## config.mk

```make
export PLATFORM = sky130hd
export DESIGN_NAME = bit_error_counter_min_gap
export DESIGN_NICKNAME = d
export VERILOG_FILES = /design/src/hw/rtl/bec_pkg.sv /design/src/hw/rtl/bit_error_counter_min_gap.sv /design/src/hw/rtl/bec_lane.sv /design/src/hw/rtl/bec_merge.sv /design/src/hw/rtl/bec_accum.sv
export SDC_FILE = /design/constraint.sdc
export NUM_CORES = 1
export LEC_CHECK = 0
export BUFFER_PORTS_ARGS = -buffer_cell sky130_fd_sc_hd__clkbuf_2
export CELL_PAD_IN_SITES_DETAIL_PLACEMENT = 1
export CELL_PAD_IN_SITES_GLOBAL_PLACEMENT = 1
export CORE_AREA = 2 2 150 152
export CTS_CLUSTER_DIAMETER = 200
export CTS_CLUSTER_SIZE = 14
export DETAILED_ROUTE_END_ITERATION = 10
export DIE_AREA = 0 0 152 154
export PLACE_DENSITY_LB_ADDON = 0.25
export REMOVE_ABC_BUFFERS = 1
export SKIP_LAST_GASP = 1
export SYNTH_ARGS = -nofsm -noshare
export SYNTH_HDL_FRONTEND = slang
export SYNTH_SLANG_ARGS = --single-unit
export TNS_END_PERCENT = 50
```

## constraint.sdc

```tcl
create_clock -name clk -period 7.37 [get_ports clk]
set_input_delay 0 -clock clk [delete_from_list [all_inputs] [get_ports clk]]
set_output_delay 0 -clock clk [all_outputs]
set_load 0.1 [all_outputs]
```

## src/hw/rtl/bec_pkg.sv

```systemverilog
// shared types and constants for the bit error counter with minimum gap
package bec_pkg;

  localparam int unsigned NUM_LANES = 8;
  localparam int unsigned POS_W     = 3;
  localparam int unsigned CNT_W     = 20;
  localparam int unsigned DIST_W    = 19;

  localparam logic [CNT_W-1:0]  CNT20_MAX = 20'hFFFFF;
  localparam logic [DIST_W-1:0] CNT19_MAX = 19'h7FFFF;
  localparam logic [3:0]        MIN_ERRORS_FOR_GAP = 4'd2;

  // what one bit lane finds
  typedef struct packed {
    logic             hit;
    logic             has_prev;
    logic [POS_W-1:0] span;
  } lane_t;

  // per-byte summary of the eight lanes
  typedef struct packed {
    logic             any;
    logic [3:0]       ecount;
    logic [POS_W-1:0] first_pos;
    logic [POS_W-1:0] last_pos;
    logic [POS_W-1:0] int_min;
  } sum_t;

  // registered item between the merge stage and the accumulator
  typedef struct packed {
    logic valid;
    logic last;
    sum_t sum;
  } stage_t;

endpackage

```

## src/hw/rtl/bit_error_counter_min_gap.sv

```systemverilog
// top level of the bit error counter with minimum error gap
//
//   channel  dir  handshake            payload
//   in       in   in_valid / in_stall  ref_byte, rx_byte, last
//   out      out  out_valid / out_stall error_bits, min_distance, total_bits, all_match
//
// one byte pair per clock while in_stall is low; eight bit lanes feed a
// registered merge stage, then the accumulator updates its running counts on each
// advance, and the result register loads as the last item leaves the merge stage
// reset clears the counts and the pipeline valid flags, with no clearing pass
// in_stall rises only while a last item waits behind an unread stalled result
module bit_error_counter_min_gap
  import bec_pkg::*;
#(
  parameter int unsigned MAX_BYTES = 65536
) (
  input  logic              clk,
  input  logic              rst,
  input  logic              in_valid,
  output logic              in_stall,
  input  logic [7:0]        ref_byte,
  input  logic [7:0]        rx_byte,
  input  logic              last,
  output logic              out_valid,
  input  logic              out_stall,
  output logic [CNT_W-1:0]  error_bits,
  output logic [DIST_W-1:0] min_distance,
  output logic [CNT_W-1:0]  total_bits,
  output logic              all_match
);

  stage_t stage;
  logic   adv;
  logic   load;

  assign in_stall = stage.valid && !adv;
  assign load     = in_valid && !in_stall;

  bec_merge u_merge (
    .clk      (clk),
    .rst      (rst),
    .load     (load),
    .adv      (adv),
    .ref_byte (ref_byte),
    .rx_byte  (rx_byte),
    .last     (last),
    .stage    (stage)
  );

  bec_accum #(.MAX_BYTES(MAX_BYTES)) u_accum (
    .clk          (clk),
    .rst          (rst),
    .stage        (stage),
    .adv          (adv),
    .out_valid    (out_valid),
    .out_stall    (out_stall),
    .error_bits   (error_bits),
    .min_distance (min_distance),
    .total_bits   (total_bits),
    .all_match    (all_match)
  );

endmodule

```

## src/hw/rtl/bec_lane.sv

```systemverilog
// one bit lane: mismatch flag and distance to the previous mismatch in the byte
module bec_lane
  import bec_pkg::*;
#(
  parameter int unsigned LANE = 0
) (
  input  logic [NUM_LANES-1:0] seq,
  output lane_t                res
);

  always_comb begin
    res.hit      = seq[LANE];
    res.has_prev = 1'b0;
    res.span     = '0;
    for (int j = 0; j < LANE; j++) begin
      if (seq[j]) begin
        res.has_prev = 1'b1;
        res.span     = POS_W'(LANE - j);
      end
    end
  end

endmodule

```

## src/hw/rtl/bec_merge.sv

```systemverilog
// xor of the byte pair, eight bit lanes and the registered merge of their findings
module bec_merge
  import bec_pkg::*;
(
  input  logic       clk,
  input  logic       rst,
  input  logic       load,
  input  logic       adv,
  input  logic [7:0] ref_byte,
  input  logic [7:0] rx_byte,
  input  logic       last,
  output stage_t     stage
);

  logic [NUM_LANES-1:0] seq;
  lane_t                lanes [NUM_LANES];
  sum_t                 sum_next;

  // lane 0 sees the most significant bit
  always_comb begin
    for (int i = 0; i < NUM_LANES; i++) begin
      seq[i] = ref_byte[NUM_LANES-1-i] ^ rx_byte[NUM_LANES-1-i];
    end
  end

  for (genvar g = 0; g < NUM_LANES; g++) begin : g_lane
    bec_lane #(.LANE(g)) u_lane (
      .seq (seq),
      .res (lanes[g])
    );
  end

  always_comb begin
    sum_next.any       = 1'b0;
    sum_next.ecount    = '0;
    sum_next.first_pos = '0;
    sum_next.last_pos  = '0;
    sum_next.int_min   = '1;
    for (int i = NUM_LANES - 1; i >= 0; i--) begin
      if (lanes[i].hit) begin
        sum_next.first_pos = POS_W'(i);
      end
    end
    for (int i = 0; i < NUM_LANES; i++) begin
      if (lanes[i].hit) begin
        sum_next.any      = 1'b1;
        sum_next.ecount   = sum_next.ecount + 4'd1;
        sum_next.last_pos = POS_W'(i);
        if (lanes[i].has_prev && lanes[i].span < sum_next.int_min) begin
          sum_next.int_min = lanes[i].span;
        end
      end
    end
  end

  always_ff @(posedge clk) begin
    if (rst) begin
      stage.valid <= 1'b0;
    end else if (load) begin
      stage.valid <= 1'b1;
    end else if (adv) begin
      stage.valid <= 1'b0;
    end
    if (load) begin
      stage.last <= last;
      stage.sum  <= sum_next;
    end
  end

endmodule

```

## src/hw/rtl/bec_accum.sv

```systemverilog
// running counts, minimum gap and the result register
module bec_accum
  import bec_pkg::*;
#(
  parameter int unsigned MAX_BYTES = 65536
) (
  input  logic              clk,
  input  logic              rst,
  input  stage_t            stage,
  output logic              adv,
  output logic              out_valid,
  input  logic              out_stall,
  output logic [CNT_W-1:0]  error_bits,
  output logic [DIST_W-1:0] min_distance,
  output logic [CNT_W-1:0]  total_bits,
  output logic              all_match
);

  localparam int unsigned BW = $clog2(MAX_BYTES + 1);
  localparam int unsigned TW = (BW + 3 > CNT_W) ? BW + 3 : CNT_W;

  logic [CNT_W-1:0] err_count, err_count_next;
  logic [CNT_W-1:0] gap_since_error, gap_since_error_next;
  logic [CNT_W-1:0] min_gap, min_gap_next;
  logic [BW-1:0]    byte_count, byte_count_next;

  logic             counted;
  logic [CNT_W:0]   err_sum, gap_plus8, cross_sum;
  logic [CNT_W-1:0] cross_gap, gap_sat8, min_step;
  logic             cross_ok, int_ok;
  logic [TW-1:0]    bits_wide;

  assign adv = stage.valid && !(stage.last && out_valid && out_stall);

  always_comb begin
    counted   = byte_count < BW'(MAX_BYTES);
    err_sum   = {1'b0, err_count} + (CNT_W+1)'(stage.sum.ecount);
    gap_plus8 = {1'b0, gap_since_error} + (CNT_W+1)'(8);
    cross_sum = {1'b0, gap_since_error} + (CNT_W+1)'(stage.sum.first_pos)
                + (CNT_W+1)'(1);
    cross_gap = (cross_sum > {1'b0, CNT20_MAX}) ? CNT20_MAX : cross_sum[CNT_W-1:0];
    gap_sat8  = (gap_plus8 > {1'b0, CNT20_MAX}) ? CNT20_MAX : gap_plus8[CNT_W-1:0];
    cross_ok  = stage.sum.any && (err_count != '0);
    int_ok    = stage.sum.ecount >= MIN_ERRORS_FOR_GAP;
    min_step  = (cross_ok && cross_gap < min_gap) ? cross_gap : min_gap;

    err_count_next       = err_count;
    gap_since_error_next = gap_since_error;
    min_gap_next         = min_gap;
    byte_count_next      = byte_count;
    if (counted) begin
      err_count_next  = (err_sum > {1'b0, CNT20_MAX}) ? CNT20_MAX : err_sum[CNT_W-1:0];
      byte_count_next = byte_count + BW'(1);
      min_gap_next    = (int_ok && CNT_W'(stage.sum.int_min) < min_step)
                        ? CNT_W'(stage.sum.int_min) : min_step;
      if (stage.sum.any) begin
        gap_since_error_next = CNT_W'(POS_W'(NUM_LANES - 1) - stage.sum.last_pos);
      end else begin
        gap_since_error_next = gap_sat8;
      end
    end
    bits_wide = TW'({byte_count_next, 3'b000});
  end

  always_ff @(posedge clk) begin
    if (rst) begin
      err_count       <= '0;
      gap_since_error <= '0;
      min_gap         <= CNT20_MAX;
      byte_count      <= '0;
      out_valid       <= 1'b0;
    end else begin
      if (adv && stage.last) begin
        out_valid <= 1'b1;
      end else if (!out_stall) begin
        out_valid <= 1'b0;
      end
      if (adv) begin
        if (stage.last) begin
          err_count       <= '0;
          gap_since_error <= '0;
          min_gap         <= CNT20_MAX;
          byte_count      <= '0;
        end else begin
          err_count       <= err_count_next;
          gap_since_error <= gap_since_error_next;
          min_gap         <= min_gap_next;
          byte_count      <= byte_count_next;
        end
      end
    end
    if (adv && stage.last) begin
      error_bits <= err_count_next;
      if (err_count_next < CNT_W'(MIN_ERRORS_FOR_GAP)) begin
        min_distance <= '0;
      end else if (min_gap_next > CNT_W'(CNT19_MAX)) begin
        min_distance <= CNT19_MAX;
      end else begin
        min_distance <= min_gap_next[DIST_W-1:0];
      end
      total_bits <= (bits_wide > TW'(CNT20_MAX)) ? CNT20_MAX : bits_wide[CNT_W-1:0];
      all_match  <= (err_count_next == '0);
    end
  end

endmodule

```

==> run_results.csv, run 1 <==
group,metric,value,unit
min_path,min_path_type,"in2reg",
timing,fin_skew,0.0171,ns
critical_path,worstSetupPathType,"in2reg",
clock_tree,clkTransAtPathRegs,0.07,ns
critical_path,required,7.55,ns
critical_path,endpoint_kind,"flop",
timing,clock.fmax,0.147,GHz
clock_tree,cts.path.max_buffers,2,
floorplan,start_util,45.7,%
synthesis,yosysWarningCount,0,
detailed_routing,drt_iter0_drc,550,
critical_path,critical_path_arrival,6.98,ns
final_layout,mostFrequentLayoutCell,"nor2_1",
synthesis,synth_flop_cell,"dfxtp_1",
detailed_routing,drtAntennaViolNets,0,
detailed_routing,vias_per_cell,6.15,
timing,fin_tns_setup,0,ns
detailed_routing,remaining_drc_errors,0,
global_route,overflow,0,
critical_path,r2r_slack,0.64,ns
detailed_routing,drt_first_pass_iters,6,
critical_path,path_max_fanout,6,
power,p_leak,4.51,nW
floorplan,die_area,23400,um2
clock_tree,tritoncts,"yes",
power,pwr_density_cell,255,nW/um2
synthesis,synth_area,9910,um2
critical_path,path_buf_inv,5,
floorplan,die_y,154,um
global_route,grt_start_max_net_pins,60,
clock_tree,h-tree-depth,4,
floorplan,die_x,152,um
timing,period_share,92.3,%
floorplan,core,21700,um2
placed_design,dp_hpwl,22100,um
final_layout,design.final.nets,1289,
final_layout,final_layout_size_suffix_gt1_share,14.7,%
flow_run,maxCapViolations,0,
detailed_routing,drt-met1-wl,14200,um
status,status,"complete, no violations",
timing,report.final.slew_viol_count,0,
clock_tree,cts_buffers,17,
critical_path,critPathTopFamily,"compound AO/OA/AOI/OAI gates",
timing,hold_violations,0,
synthesis,synth_cells,1152,
timing,tightestPinTransition,1.02,ns
final_layout,areaGrowthSynthToFinish,13.6,%
placed_design,place_congestion,0.927,
synthesis,ys_seq_area_share,37.8,%
global_route,grt.total_usage,26.5,%
floorplan,pin_count,83,
final_layout,diodes,0,
detailed_routing,wire_per_inst,20.5,um
synthesis,async_reset_ff_share,0,%
global_route,grt_pass1_vias,9489,
power,vdd_drop_max,0.129,mV
synthesis,synth_edf_count,72,
synthesis,yosys.cell_types.count,78,
clock_tree,clock_latency,0.44,ns
clock_tree,cts.sinks,151,
timing,maxSlewHeadroom,31.4,%
final_layout,utilization,51.9,%
detailed_routing,top_layer,"met4",
floorplan,num_rows,54,
critical_path,cp_slowest_cell,"ha_1",
timing,layout_min_cycle_time,6.80,ns
synthesis,ys_seq_elements,151,
critical_path,crit_top_cell,"ha_1",
timing,setup_viol,0,
synthesis,avgSynthCellArea,8.60,um2
global_route,antenna_found_initial,0,
critical_path,start_kind,"primary input",
detailed_routing,wl_met2,14700,um
detailed_routing,routed-via-count,9287,
clock_tree,clockRootBuffer,"clkbuf_16",
global_route,grt_pass1_wl,50600,um
placed_design,portBuffers,79,
final_layout,layout_common_cells,"nor2_1, nand2_1, a21oi_1",
detailed_routing,wl,30900,um
critical_path,max_stage_delay,0.35,ns
detailed_routing,wl_met3,1300,um
## flip-flops by register name, indices dropped and copies added, names as in the netlist
register / count
u_accum.all_match: 1
u_accum.total_bits: 17
u_accum.min_distance: 19
u_accum.gap_since_error: 20
u_accum.out_valid: 1
u_accum.error_bits: 20
u_merge.stage: 16
u_accum.min_gap: 20
u_accum.err_count: 20
u_accum.byte_count: 17
## final cells by class
| type | instances | area [um2] |
|---|---|---|
| clock buffer | 18 | 450 |
| clock inverter | 14 | 148 |
| fill | 2563 | 10400 |
| inverter | 53 | 199 |
| multi-input combinational | 884 | 5740 |
| sequential | 151 | 3740 |
| tap | 280 | 350 |
| timing repair buffer | 109 | 631 |
## kinds of logic (layout without fill, tap and decap cells)
kind of cell	Yosys count	count (layout)	share of synthesized area, %
AO/OA/AOI/OAI	342	342	22.9
XOR/XNOR	66	66	6.11
adder cells (fa/ha/maj)	52	52	6.72
buffers and inverters	119	194	4.90
flip-flops	151	151	37.8
multiplexers	20	20	2.13
other	1	3	0.0378
AND/OR/NAND/NOR	401	401	19.4
## cells in the mapped netlist, types with 11 or more instances
library cell | n | share of area (%)
mux2i_1 | 11 | 1.1
ha_1 | 50 | 6.3
nor2_1 | 116 | 4.4
a31oi_1 | 18 | 1.1
nor4_1 | 14 | 0.88
xor2_1 | 19 | 1.7
a21oi_1 | 84 | 4.2
nand4_1 | 24 | 1.5
inv_1 | 52 | 2.0
nor3_1 | 39 | 2.0
dfxtp_1 | 79 | 16
clkbuf_1 | 46 | 1.7
and3_1 | 16 | 1.0
xnor2_1 | 45 | 4.0
o31ai_1 | 14 | 1.1
o21ai_0 | 85 | 4.3
a22oi_1 | 35 | 2.7
nand2_1 | 96 | 3.6
nand3_1 | 44 | 2.2
edfxtp_1 | 72 | 22
a211oi_1 | 16 | 1.2
a21o_1 | 12 | 0.91
## per-stage QoR
stage / area (um2) / std cells / hold WS [ns] / power [mW] / setup slack [ns]
4_1_cts: 11200 / 1507 / 0.0592 / 2.87 / 0.183
2_1_floorplan: 9630 / 1088 / 0.0691 / 1.70 / 0.706
6_report: 11300 / 1509 / 0.0198 / 2.87 / 0.569
3_3_place_gp: 10600 / 1471 / 0.193 / 1.94 / 0.396
3_5_place_dp: 10600 / 1471 / 0.186 / 1.97 / -0.189
5_1_grt: 11300 / 1509 / 0.0582 / 3.02 / -0.00186
## per-layer routing
layer	up-vias	track usage, %
li1	4396	-
met1	4589	35.0
met2	255	44.2
met3	47	4.51
met4	0	9.08
met5	-	0
## repair_timing
action,CTS,global route
endpoints found under the setup margin,0,3
resized for setup,0,7
hold endpoints to repair,3,0
hold buffers,4,0
buffers inserted,0,2
## final timing paths
path / start / to / cells after the start
worst min-delay path: ref_byte[7] / u_merge.stage[6] / 3
worst min register to register: u_accum.byte_count[1] / u_accum.byte_count[1] / 2
worst max register to register: u_accum.gap_since_error[4] / u_accum.min_distance[17] / 24
worst max-delay path: rx_byte[6] / u_merge.stage[1] / 35
## power by group
group,switching [mW],total [mW],internal (mW)
clock,0.402,0.902,0.500
combinational,0.635,0.959,0.325
sequential,0.0452,1.01,0.968
## tightest hold or removal path: cells and delay by family
family,cells,cell delay (ns)
buffers and inverters,1,0.10
xor gates and xnor gates,1,0.11
and+or+nand+nor,1,0.13
No activity file was read; power rests on OpenSTA's default activity.
==> run 2: changes to the inputs <==
CORE_AREA = 2 2 154 156   (was 2 2 150 152)
DIE_AREA = 0 0 156 158   (was 0 0 152 154)
SYNTH_HIERARCHICAL = 1   (was unset)
==> run_results.csv, run 2 <==
group,metric,value,unit
floorplan,die_x,156,um
detailed_routing,wl,30900,um
final_layout,diodes,0,
floorplan,start_util,46.2,%
synthesis,avgSynthCellArea,8.42,um2
clock_tree,cts.path.max_buffers,2,
global_route,grt_pass1_wl,50500,um
synthesis,ys_seq_area_share,35.2,%
global_route,grt.total_usage,25.3,%
synthesis,synth_compound_area_share,22.4,%
placed_design,dp_hpwl,22000,um
synthesis,synthSimpleGateAreaFrac,23.1,%
floorplan,die_y,158,um
synthesis,synth_top_area_share,20.3,%
detailed_routing,routed-via-count,9748,
floorplan,pin_count,83,
min_path,min_path_type,"in2reg",
timing,period_share,92.7,%
detailed_routing,vias_per_cell,6.13,
synthesis,synth_most_common_cell,"nor2_1",
clock_tree,cts.sinks,151,
global_route,overflow,0,
critical_path,endpoint_kind,"flop",
min_path,holdCritStartpoint,"ref_byte[1]",
floorplan,num_rows,56,
detailed_routing,drtAntennaViolNets,0,
final_layout,mostFrequentLayoutCell,"nor2_1",
timing,rsz0062_at_grt,"false",
synthesis,synth.area.mux_share,1.76,%
critical_path,r2r_cells,23,
final_layout,final_layout_size_suffix_gt1_share,14.2,%
timing,hold_violations,0,
synthesis,synth_edf_count,72,
synthesis,async_reset_ff_share,0,%
global_route,grtUsageMet1,34.2,%
floorplan,core,23100,um2
clock_tree,clkTransAtPathRegs,0.06,ns
power,pwr_density_cell,258,nW/um2
timing,setup_viol,0,
placed_design,portBuffers,79,
synthesis,synth_common_cells,"nor2_1, nand2_1, a21oi_1",
clock_tree,cts_buffers,17,
final_layout,fillCellCount,2753,
final_layout,layout_common_cells,"nor2_1, nand2_1, a21oi_1",
clock_tree,h-tree-depth,4,
final_layout,multi_input_area,6220,um2
synthesis,yosys.cell_types.count,103,
critical_path,r2r_slack,0.54,ns
flow_run,maxCapViolations,0,
final_layout,utilization,50.6,%
critical_path,worstSetupPathType,"reg2reg",
placed_design,place_congestion,0.871,
min_path,hold-path-cell-count,3,
critical_path,start_kind,"flop",
global_route,groute.layer.met3.usage,3.59,%
detailed_routing,wire_per_inst,19.4,um
status,status,"complete, no violations",
floorplan,die_area,24600,um2
final_layout,areaGrowthSynthToFinish,9.49,%
min_path,hold_path_end,"u_merge/stage[3]",
timing,report.final.slew_viol_count,0,
synthesis,yosysWarningCount,6,
timing,fin_skew,0.0196,ns
critical_path,required,7.62,ns
final_layout,register_area,3740,um2
global_route,grt-busiest-layer,"met2",
synthesis,synth_top_family_by_area,"simple AND/OR/NAND/NOR gates",
synthesis,ys_seq_elements,151,
critical_path,critical_path_arrival,7.08,ns
critical_path,path_max_fanout,16,
synthesis,synth_cells,1264,
clock_tree,clock_latency,0.44,ns
timing,maxSlewHeadroom,35.0,%
clock_tree,tritoncts,"yes",
timing,layout_min_cycle_time,6.83,ns
detailed_routing,drt_iter0_drc,553,
global_route,globalRouteMet2Util,42.7,%
synthesis,synth_area_leaders,"edfxtp_1, dfxtp_1, ha_1",
timing,fin_tns_setup,0,ns
power,vdd_drop_max,0.154,mV
detailed_routing,drt_first_pass_iters,5,
detailed_routing,remaining_drc_errors,0,
global_route,antenna_found_initial,0,
critical_path,r2r_start,"u_merge/stage[6]",
synthesis,synth-xor-area-share,5.26,%
timing,clock.fmax,0.146,GHz
synthesis,synth_flop_cell,"dfxtp_1",
global_route,grt_start_max_net_pins,61,
clock_tree,clockRootBuffer,"clkbuf_16",
final_layout,design.final.nets,1354,
critical_path,startpoint,"u_merge/stage[6]",
global_route,grt_pass1_vias,9756,
synthesis,synth_area,10600,um2
power,p_leak,4.61,nW
timing,tightestPinTransition,0.975,ns
synthesis,synthAdderAreaFrac,5.43,%
clock_tree,cts_setup_buffers,0,
synthesis,yosys.area.top_type,"edfxtp_1",
critical_path,r2r-end,"u_accum/min_distance[2]",
-- run 2: what timing repair did --
action,CTS,global route
endpoints found under the hold margin,2,0
gates resized for setup,0,1
hold buffers,2,0
endpoints found under the setup margin,0,16
-- run 2: worst max-delay path by stage --
stage / end / slack [ns] / cells after the start
after floorplan: u_accum/min_distance[1] / 1.53 / 23
after global placement: u_accum/min_gap[7] / 0.75 / 23
after detailed placement: u_accum/min_gap[6] / 0.52 / 23
after CTS: u_accum/min_gap[13] / 0.52 / 23
after global routing: u_accum/min_distance[1] / 0.07 / 23
final: u_accum/min_distance[2] / 0.54 / 23
-- run 2: critical path: stages (launching register included) --
cell and delay [ns]:
edfxtp_1 0.35, inv_1 0.06, ha_1 0.19, inv_1 0.07, fa_1 0.43, a21oi_1 0.41
nor4_2 0.18, nand2_1 0.38, o21ai_0 0.29, ha_1 0.37, nand4_1 0.13, or2_2 0.33
or3_1 0.40, o22a_1 0.22, nand2_1 0.34, o21ai_0 0.20, ha_1 0.31, o21a_1 0.11
nor2_1 0.06, or4b_1 0.50, o41a_1 0.41, o21ai_4 0.29, mux2_2 0.39, a211oi_1 0.21
-- run 2: through the flow --
step / instances / hold WS, ns / total power [mW] / cell area [um2] / setup slack, ns
finish: 1591 / 0.169 / 3.01 / 11700 / 0.537
global route: 1591 / 0.170 / 3.17 / 11700 / 0.0653
CTS: 1591 / 0.142 / 3.02 / 11700 / 0.517
detailed placement: 1557 / 0.201 / 2.11 / 11000 / 0.523
global placement: 1557 / 0.205 / 2.07 / 11000 / 0.754
floorplan: 1175 / 0.0691 / 1.86 / 10200 / 1.53
-- run 2: logic make-up after synthesis --
kind of cell | count (synthesis)
AND/OR/NAND/NOR | 480
AO/OA/AOI/OAI | 350
XOR/XNOR | 64
adder cells (fa/ha/maj) | 45
other | 5
buffers and inverters | 152
multiplexers | 17
flip-flops | 151
-- run 2: cell type report --
cell class              instances  share of cell area, %
multi-input cells             967                   53.4
flip-flops and latches        151                   32.1
repair buffers                 94                   4.40
clock buffers                  18                   3.77
well taps                     290                   3.11
inverters                      57                   1.84
clock inverters                14                   1.38
-- run 2: where the power goes --
part | switching [mW] | total, mW | internal [mW]
clock | 0.386 | 0.902 | 0.516
combinational | 0.724 | 1.07 | 0.350
sequential | 0.0533 | 1.03 | 0.982
total | 1.16 | 3.01 | 1.85
-- run 2: per-layer routing --
metal  wire length (um)  vias up
met2              14800      217
met1              14600     4851
met4                355        0
met5                  0        -
met3               1200       24
li1                   -     4656
